[src/lvp_pkg.sv]
// Shared types and constants of the load value predictor.
// Depends on nothing; every other file of the block imports it.
package lvp_pkg;

  localparam int unsigned CfgIdxW  = 3;
  localparam int unsigned CfgDataW = 8;
  localparam int unsigned BiasW    = 7;

  typedef enum logic [CfgIdxW-1:0] {
    CFG_HIT_THRESHOLD   = 3'd0,
    CFG_MISS_THRESHOLD  = 3'd1,
    CFG_RESET_TO        = 3'd2,
    CFG_DECREMENT_BY    = 3'd3,
    CFG_INITIAL_QUALITY = 3'd4,
    CFG_BIAS_START      = 3'd5
  } lvp_cfg_e;

  localparam logic CMD_PREDICT = 1'b0;
  localparam logic CMD_UPDATE  = 1'b1;

  localparam logic signed [BiasW-1:0] BIAS_MAX = 7'sd63;
  localparam logic signed [BiasW-1:0] BIAS_MIN = -7'sd64;

  typedef struct packed {
    logic               command;
    logic               thread;
    logic [63:0]        load_pc;
    logic [63:0]        loaded_value;
    logic [63:0]        predicted_value;
    logic signed [7:0]  predicted_confidence;
  } lvp_in_t;

  typedef struct packed {
    logic [63:0]        value_guess;
    logic signed [7:0]  confidence_out;
    logic               not_mispredicted;
  } lvp_out_t;

  // Commands from the controller to the datapath.
  typedef struct packed {
    logic load;    // capture the input beat
    logic rd_en;   // read the table entry
    logic ex_en;   // evaluate, write back an update and present the result
    logic clr_en;  // write one entry of the clearing sweep
  } lvp_cmd_t;

  // Status from the datapath to the controller.
  typedef struct packed {
    logic idx_done;   // table index is ready
    logic clr_last;   // clearing sweep is at its last entry
    logic reclear;    // initial quality is being written
    logic out_stall;  // output register is full and not being taken
  } lvp_status_t;

endpackage

[src/lvp_ctrl.sv]
// Controller of the load value predictor: sequences clearing, indexing,
// table read and evaluation of one beat at a time.
// Depends on lvp_pkg.
module lvp_ctrl (
  input  logic                clk_i,
  input  logic                rst_ni,
  input  logic                in_valid_i,
  output logic                in_ready_o,
  input  lvp_pkg::lvp_status_t status_i,
  output lvp_pkg::lvp_cmd_t   cmd_o
);
  import lvp_pkg::*;

  typedef enum logic [1:0] {
    S_CLEAR,
    S_IDLE,
    S_INDEX,
    S_EXEC
  } state_e;

  state_e state_q;

  assign in_ready_o = (state_q == S_IDLE) && !status_i.reclear;

  always_comb begin
    cmd_o        = '0;
    cmd_o.load   = in_valid_i && in_ready_o;
    cmd_o.rd_en  = (state_q == S_INDEX) && status_i.idx_done;
    cmd_o.ex_en  = (state_q == S_EXEC) && !status_i.out_stall;
    cmd_o.clr_en = (state_q == S_CLEAR);
  end

  always_ff @(posedge clk_i or negedge rst_ni) begin
    if (!rst_ni) begin
      state_q <= S_CLEAR;
    end else if (status_i.reclear) begin
      state_q <= S_CLEAR;
    end else begin
      unique case (state_q)
        S_CLEAR: if (status_i.clr_last) state_q <= S_IDLE;
        S_IDLE:  if (cmd_o.load) state_q <= S_INDEX;
        S_INDEX: if (status_i.idx_done) state_q <= S_EXEC;
        S_EXEC:  if (cmd_o.ex_en) state_q <= S_IDLE;
        default: state_q <= S_CLEAR;
      endcase
    end
  end

  a_exec_after_index: assert property (@(posedge clk_i) disable iff (!rst_ni)
    (state_q == S_EXEC) |-> $past(state_q == S_INDEX || state_q == S_EXEC))
    else $error("evaluation entered without a table read");

  a_load_to_index: assert property (@(posedge clk_i) disable iff (!rst_ni)
    cmd_o.load |=> (state_q == S_INDEX))
    else $error("accepted beat did not start indexing");

  a_clear_ends: assert property (@(posedge clk_i) disable iff (!rst_ni)
    (state_q == S_CLEAR && status_i.clr_last && !status_i.reclear) |=> (state_q == S_IDLE))
    else $error("clearing sweep did not finish");

endmodule

[config.mk]
export PLATFORM = sky130hd
export DESIGN_NAME = lvp_ctrl
export DESIGN_NICKNAME = d
export VERILOG_FILES = /design/src/lvp_pkg.sv /design/src/lvp_ctrl.sv
export SDC_FILE = /design/constraint.sdc
export NUM_CORES = 1
export LEC_CHECK = 0
export BUFFER_PORTS_ARGS = -buffer_cell sky130_fd_sc_hd__buf_2
export CELL_PAD_IN_SITES_DETAIL_PLACEMENT = 1
export CELL_PAD_IN_SITES_GLOBAL_PLACEMENT = 2
export CORE_AREA = 5 5 42 44
export CTS_CLUSTER_SIZE = 25
export DETAILED_ROUTE_END_ITERATION = 10
export DIE_AREA = 0 0 47 49
export PLACE_DENSITY_LB_ADDON = 0.1
export SYNTH_ARGS = -nofsm -noshare
export SYNTH_HDL_FRONTEND = slang
export SYNTH_SLANG_ARGS = --single-unit
[constraint.sdc]
create_clock -name clk_i -period 3.1 [get_ports clk_i]
set_clock_uncertainty 0.05 [all_clocks]
set_input_delay 0.62 -clock clk_i [delete_from_list [all_inputs] [get_ports clk_i]]
set_output_delay 0.62 -clock clk_i [all_outputs]
set_load 0.02 [all_outputs]
==> PnR_summary.wiki, run 1 <==
{| class="wikitable"
! Metric !! Value
|-
| Source-to-sink clock delay at the later pin of the worst-skew pair || 0.22 ns
|-
| Placement Rows || 14
|-
| Global-route wire length before repair || 890 um
|-
| Unrepaired setup endpoints after global routing || false
|-
| CP max stage cell || sky130_fd_sc_hd__dfrtp_1
|-
| Pre-CTS setup slack || 1.26 ns
|-
| HPWL reported at the end of detailed placement || 473 um
|-
| Classification of the worst setup path || flop to output pin
|-
| Cell family with most CP delay || flip-flops
|-
| Remaining routing DRC violations || 0
|-
| Status || completed
|-
| Max Clk Rate || 491 MHz
|-
| Max FFs per register || 2
|-
| Via density per instance || 3.77
|-
| Worst path required time || 2.43 ns
|-
| Die extent in y || 49 um
|-
| Library cells used by synthesis || 12
|-
| Drt wl/cell || 10.6 um
|-
| Data arrival at the endpoint of the critical path || 1.37 ns
|-
| Number of fill cells || 175
|-
| CTS clk-pin slew, worst paths || 0.03 ns
|-
| Mean post-synth cell area || 10.7 um2
|-
| Antenna diodes || 0
|-
| Setup Fix Bufs, Post-CTS || 0
|-
| Leakage || 0.000179 uW
|-
| Post-route setup slack || 1.06 ns
|-
| Clock H-tree levels || 1
|-
| Share of the yosys chip area belonging to registers || 20.4%
|-
| Longest Clk Path Bufs || 2
|-
| Core outline area || 1400 um2
|-
| DRT iter0 DRCs || 0
|-
| Horizontal die dimension || 47 um
|-
| Class of the worst hold path || primary input to async pin
|-
| Most common cell after layout, fill and taps aside || sky130_fd_sc_hd__buf_2
|-
| Area growth from synthesis to final layout || 39.8%
|-
| Gr ovfl total || 0
|-
| TritonCTS Buffers || 3
|-
| Total power density per cell area || 841 nW/um2
|-
| I/O pin count || 12
|-
| Sort of element at the start of the critical path || flop
|-
| Aggregate negative setup slack || 0 ns
|-
| Cts hold-fix bufs || 0
|-
| Initial antenna violation count || 0
|-
| Synth Net Count || 35
|-
| TritonCTS clock tree || built
|-
| Buffers on Ports || 11
|-
| Endpoints failing hold || 0
|-
| Ys Warns || 0
|-
| Total standard cell area after synthesis || 245 um2
|-
| Effective utilization at floorplan || 17.5%
|-
| Total number of vias || 200
|-
| Chain of cells forming the critical path || inv_1, ha_1, nor2b_1, and2_2, buf_2
|-
| Via count of the first global-routing pass || 222
|-
| Leading cell types in the layout, fill and taps excluded || sky130_fd_sc_hd__buf_2, sky130_fd_sc_hd__ha_1, sky130_fd_sc_hd__nor2b_1, sky130_fd_sc_hd__clkbuf_4
|-
| Share of post-route cells with drive strength above 1 || 48.6%
|-
| Measured slew at the worst slew-check pin || 0.345 ns
|-
| Total routed wirelength || 560 um
|-
| Post_cts resized || 0
|-
| Number of setup violations in the final report || 0
|-
| Yosys reg bits || 2
|-
| Count of maximum capacitance violations || 0
|-
| Die Area || 2300 um2
|-
| CTS Sinks || 2
|-
| Initial DRT Pass Iterations || 1
|-
| Max rail drop VDD || 233 uV
|-
| Overall Global Routing Usage || 5.70%
|-
| Setup crit end kind || output pin
|-
| Sequential cell area || 50.0 um2
|-
| Largest driver fanout on the critical path || 4
|-
| Post-route antenna net violation count || 0
|-
| Pin count of the biggest net entering global routing || 6
|-
| Worst path buffer plus inverter count || 2
|-
| Top reg by flops || state_q
|-
| Headroom to the max-slew limit || 77.0%
|-
| Nets || 51
|-
| Ratio of final minimum period to clock period || 65.8%
|-
| Cell at the root of the clock tree || sky130_fd_sc_hd__clkbuf_4
|-
| Cell count after synthesis || 23
|-
| Multi-input logic area || 188 um2
|-
| Period minus WS final || 2.04 ns
|-
| Largest incremental delay on the critical path || 0.39 ns
|-
| Registers with the most flip-flops || state_q: 2 flops
|-
| Placer Congestion || 0.641
|-
| Max-slew violation total from the final report || 0
|}
## synth_stat cells
cell / count / area share (%)
sky130_fd_sc_hd__a2111oi_4: 1 / 11
sky130_fd_sc_hd__and2_1: 1 / 2.6
sky130_fd_sc_hd__and2_2: 1 / 3.1
sky130_fd_sc_hd__dfrtp_1: 2 / 20
sky130_fd_sc_hd__ha_1: 5 / 26
sky130_fd_sc_hd__inv_1: 2 / 3.1
sky130_fd_sc_hd__mux2_4: 1 / 6.1
sky130_fd_sc_hd__mux2i_1: 1 / 4.1
sky130_fd_sc_hd__nand2b_1: 2 / 5.1
sky130_fd_sc_hd__nor2_1: 2 / 3.1
sky130_fd_sc_hd__nor2b_1: 4 / 10
sky130_fd_sc_hd__nor2b_4: 1 / 5.6
## path summary, 6_finish.rpt
path,start,endpoint,slack [ns],cells past startpoint
setup reg to reg,state_q[0],state_q[0],1.37,5
hold reg to reg,state_q[1],state_q[1],0.55,2
min in group clk_i,state_q[1],state_q[1],0.55,2
setup / recovery,state_q[1],cmd_o[3],1.06,5
max in group asynchronous,rst_ni,state_q[0],2.78,1
hold / removal,rst_ni,state_q[1],0.12,1
## cells by family after synthesis
logic type | count (synthesis) | share of synthesized area [%]
and+or+nand+nor | 11 | 29.6
muxes | 2 | 10.2
buffers and inverters | 2 | 3.06
AOI/OAI and AO/OA | 1 | 11.2
DFF | 2 | 20.4
adders and majority gates | 5 | 25.5
## routing by layer
metal | global-route usage [%] | routed length [um] | vias to the layer above
li1 | - | - | 102
met1 | 5.71 | 210 | 92
met2 | 9.05 | 305 | 6
met3 | 1.11 | 44 | 0
met4 | 5.53 | 0 | 0
met5 | 0 | 0 | -
## power by group
part | leakage, uW | internal, uW | switching, uW | total [uW]
Clock | 0.0000138 | 42.7 | 14.6 | 57.3
Combinational | 0.000139 | 87.4 | 90.8 | 178
Sequential | 0.0000263 | 38.4 | 14.6 | 53.0
Total | 0.000179 | 168 | 120 | 288
## through the flow
step           area [um2]  std cells  utilization, %  total power [uW]  hold slack [ns]
6_report              343         53            24.5               288            0.124
5_1_grt               343         53            24.5               319            0.115
4_1_cts               343         53            24.5               299            0.114
3_5_place_dp          320         50            22.9               236            0.355
3_3_place_gp          320         50            22.9               236            0.354
2_1_floorplan         245         23               -               190            0.274
## area by class of cell
type	count	share of cell area, %
flip-flops and latches	2	14.6
well taps	16	5.84
repair buffers	11	16.1
inverters	2	2.19
clock buffers	3	6.57
multi-input cells	19	54.7
No activity file was read; power rests on OpenSTA's default activity.
==> run 2, diff against run 1 <==
==> constraint.sdc (replaced) <==
create_clock -name clk_i -period 1.8 [get_ports clk_i]
set_clock_uncertainty 0.05 [all_clocks]
set_input_delay 0.36 -clock clk_i [delete_from_list [all_inputs] [get_ports clk_i]]
set_output_delay 0.36 -clock clk_i [all_outputs]
set_load 0.02 [all_outputs]
==> run 2 against run 1 <==
Highest routed layer unchanged. Critical path type is now flop to flop. Worst setup slack worse by 0.98 ns. Largest power group unchanged. Critical path depth stayed put. Clock-buffer cell count stayed put. Largest cell class unchanged.
==> PnR_summary.wiki, run 2 (synthesis gave the netlist of run 1 again) <==
{| class="wikitable"
! Metric !! Value
|-
| Status || completed
|-
| Source-to-sink clock delay at the later pin of the worst-skew pair || 0.22 ns
|-
| Class of the worst hold path || primary input to async pin
|-
| Sort of element at the start of the critical path || flop
|-
| Buffers on Ports || 11
|-
| Unrepaired setup endpoints after global routing || false
|-
| Remaining routing DRC violations || 0
|-
| Placer Congestion || 0.721
|-
| CTS Sinks || 2
|-
| CTS clk-pin slew, worst paths || 0.03 ns
|-
| Initial antenna violation count || 0
|-
| Total routed wirelength || 536 um
|-
| Horizontal die dimension || 47 um
|-
| Most common cell after layout, fill and taps aside || sky130_fd_sc_hd__buf_2
|-
| Post-route antenna net violation count || 0
|-
| Max-slew violation total from the final report || 0
|-
| Largest driver fanout on the critical path || 4
|-
| Total number of vias || 215
|-
| Worst path required time || 1.85 ns
|-
| Leakage || 0.000197 uW
|-
| Pin count of the biggest net entering global routing || 6
|-
| Die extent in y || 49 um
|-
| Count of maximum capacitance violations || 0
|-
| Headroom to the max-slew limit || 79.2%
|-
| Effective utilization at floorplan || 17.5%
|-
| Final core utilization || 27.1%
|-
| Global-route wire length before repair || 876 um
|-
| Nets || 55
|-
| Pre-CTS setup slack || 0.0658 ns
|-
| Antenna diodes || 0
|-
| Worst reg2reg setup slack || 0.08 ns
|-
| R2r startpoint || state_q[0]
|-
| Data arrival at the endpoint of the critical path || 1.77 ns
|-
| Via count of the first global-routing pass || 218
|-
| Number of setup violations in the final report || 0
|-
| Ratio of final minimum period to clock period || 95.6%
|-
| Area growth from synthesis to final layout || 55.1%
|-
| Cell at the root of the clock tree || sky130_fd_sc_hd__clkbuf_4
|-
| Classification of the worst setup path || flop to flop
|-
| Endpoints failing hold || 0
|-
| Registers with the most flip-flops || state_q: 2 flops
|-
| TritonCTS Buffers || 3
|-
| Core outline area || 1400 um2
|-
| Measured slew at the worst slew-check pin || 0.313 ns
|-
| Placement Rows || 14
|-
| Length in cells of the worst reg-to-reg path || 5
|-
| Share of post-route cells with drive strength above 1 || 56.1%
|-
| Die Area || 2300 um2
|-
| Top reg by flops || state_q
|-
| Setup crit end kind || flop
|-
| Initial DRT Pass Iterations || 2
|-
| TritonCTS clock tree || built
|-
| Max FFs per register || 2
|-
| DRT iter0 DRCs || 2
|-
| Total power density per cell area || 1440 nW/um2
|-
| Via density per instance || 3.77
|-
| Max rail drop VDD || 429 uV
|-
| Aggregate negative setup slack || 0 ns
|-
| Destination of the worst register-to-register timing path || state_q[0]
|-
| Longest Clk Path Bufs || 2
|-
| Clock H-tree levels || 1
|-
| Overall Global Routing Usage || 5.43%
|-
| I/O pin count || 12
|-
| Gr ovfl total || 0
|-
| Drt wl/cell || 9.40 um
|-
| Post-route setup slack || 0.0787 ns
|-
| Leading cell types in the layout, fill and taps excluded || sky130_fd_sc_hd__buf_2, sky130_fd_sc_hd__ha_1, sky130_fd_sc_hd__nor2b_1, sky130_fd_sc_hd__clkbuf_4, sky130_fd_sc_hd__buf_4
|-
| Max Clk Rate || 581 MHz
|-
| Period minus WS final || 1.72 ns
|}
## run 2: critical path, cell delays in order (launching register included)
cell and delay [ns]:
sky130_fd_sc_hd__dfrtp_1 0.39, sky130_fd_sc_hd__inv_1 0.09, sky130_fd_sc_hd__ha_1 0.21, sky130_fd_sc_hd__nor2b_1 0.15, sky130_fd_sc_hd__a2111oi_4 0.37, sky130_fd_sc_hd__mux2_4 0.33
## run 2: where the power goes
| group | internal [uW] | switching [uW] | total (uW) |
|---|---|---|---|
| combinational | 197 | 168 | 365 |
| clock | 73.5 | 24.6 | 98.1 |
| sequential | 66.1 | 17.4 | 83.4 |
## run 2: layer usage
| metal | GRT usage, % | wire length [um] | vias up |
|---|---|---|---|
| li1 | - | - | 109 |
| met1 | 6.17 | 239 | 98 |
| met2 | 7.47 | 255 | 8 |
| met3 | 3.69 | 41 | 0 |
| met4 | 2.76 | 0 | 0 |
| met5 | 0 | 0 | - |
## run 2: through the flow
stage	hold slack (ns)	cells	total power [uW]	instance area, um2
detailed placement	0.0963	51	413	328
finish	0.403	57	546	380
global placement	0.0953	51	420	328
CTS	0.400	55	523	360
floorplan	0.0144	23	327	245
global route	0.405	57	602	380
## run 2: how the worst max path moves through the flow
stage,start,end,slack [ns],cells past startpoint
finish,state_q[0],state_q[0],0.08,5
global placement,state_q[0],state_q[0],0.04,5
CTS,state_q[0],cmd_o[3],0.04,4
floorplan,state_q[0],state_q[0],0.08,5
detailed placement,state_q[0],state_q[0],0.07,5
global route,state_q[1],cmd_o[3],0.002,5
## run 2: area by class of cell
cell class / count / area [um2]
repair buffers: 15 / 87.6
flip-flops and latches: 2 / 50.0
well taps: 16 / 20.0
inverters: 2 / 7.51
multi-input cells: 19 / 193
fillers: 167 / 1020
clock buffers: 3 / 22.5
## run 2: timing repair
| action | CTS | global route |
|---|---|---|
| hold buffers | 1 | 0 |
| endpoints found under the setup margin | 0 | 2 |
| hold endpoints to repair | 2 | 0 |
| buffers inserted | 0 | 2 |
| resized for setup | 0 | 2 |
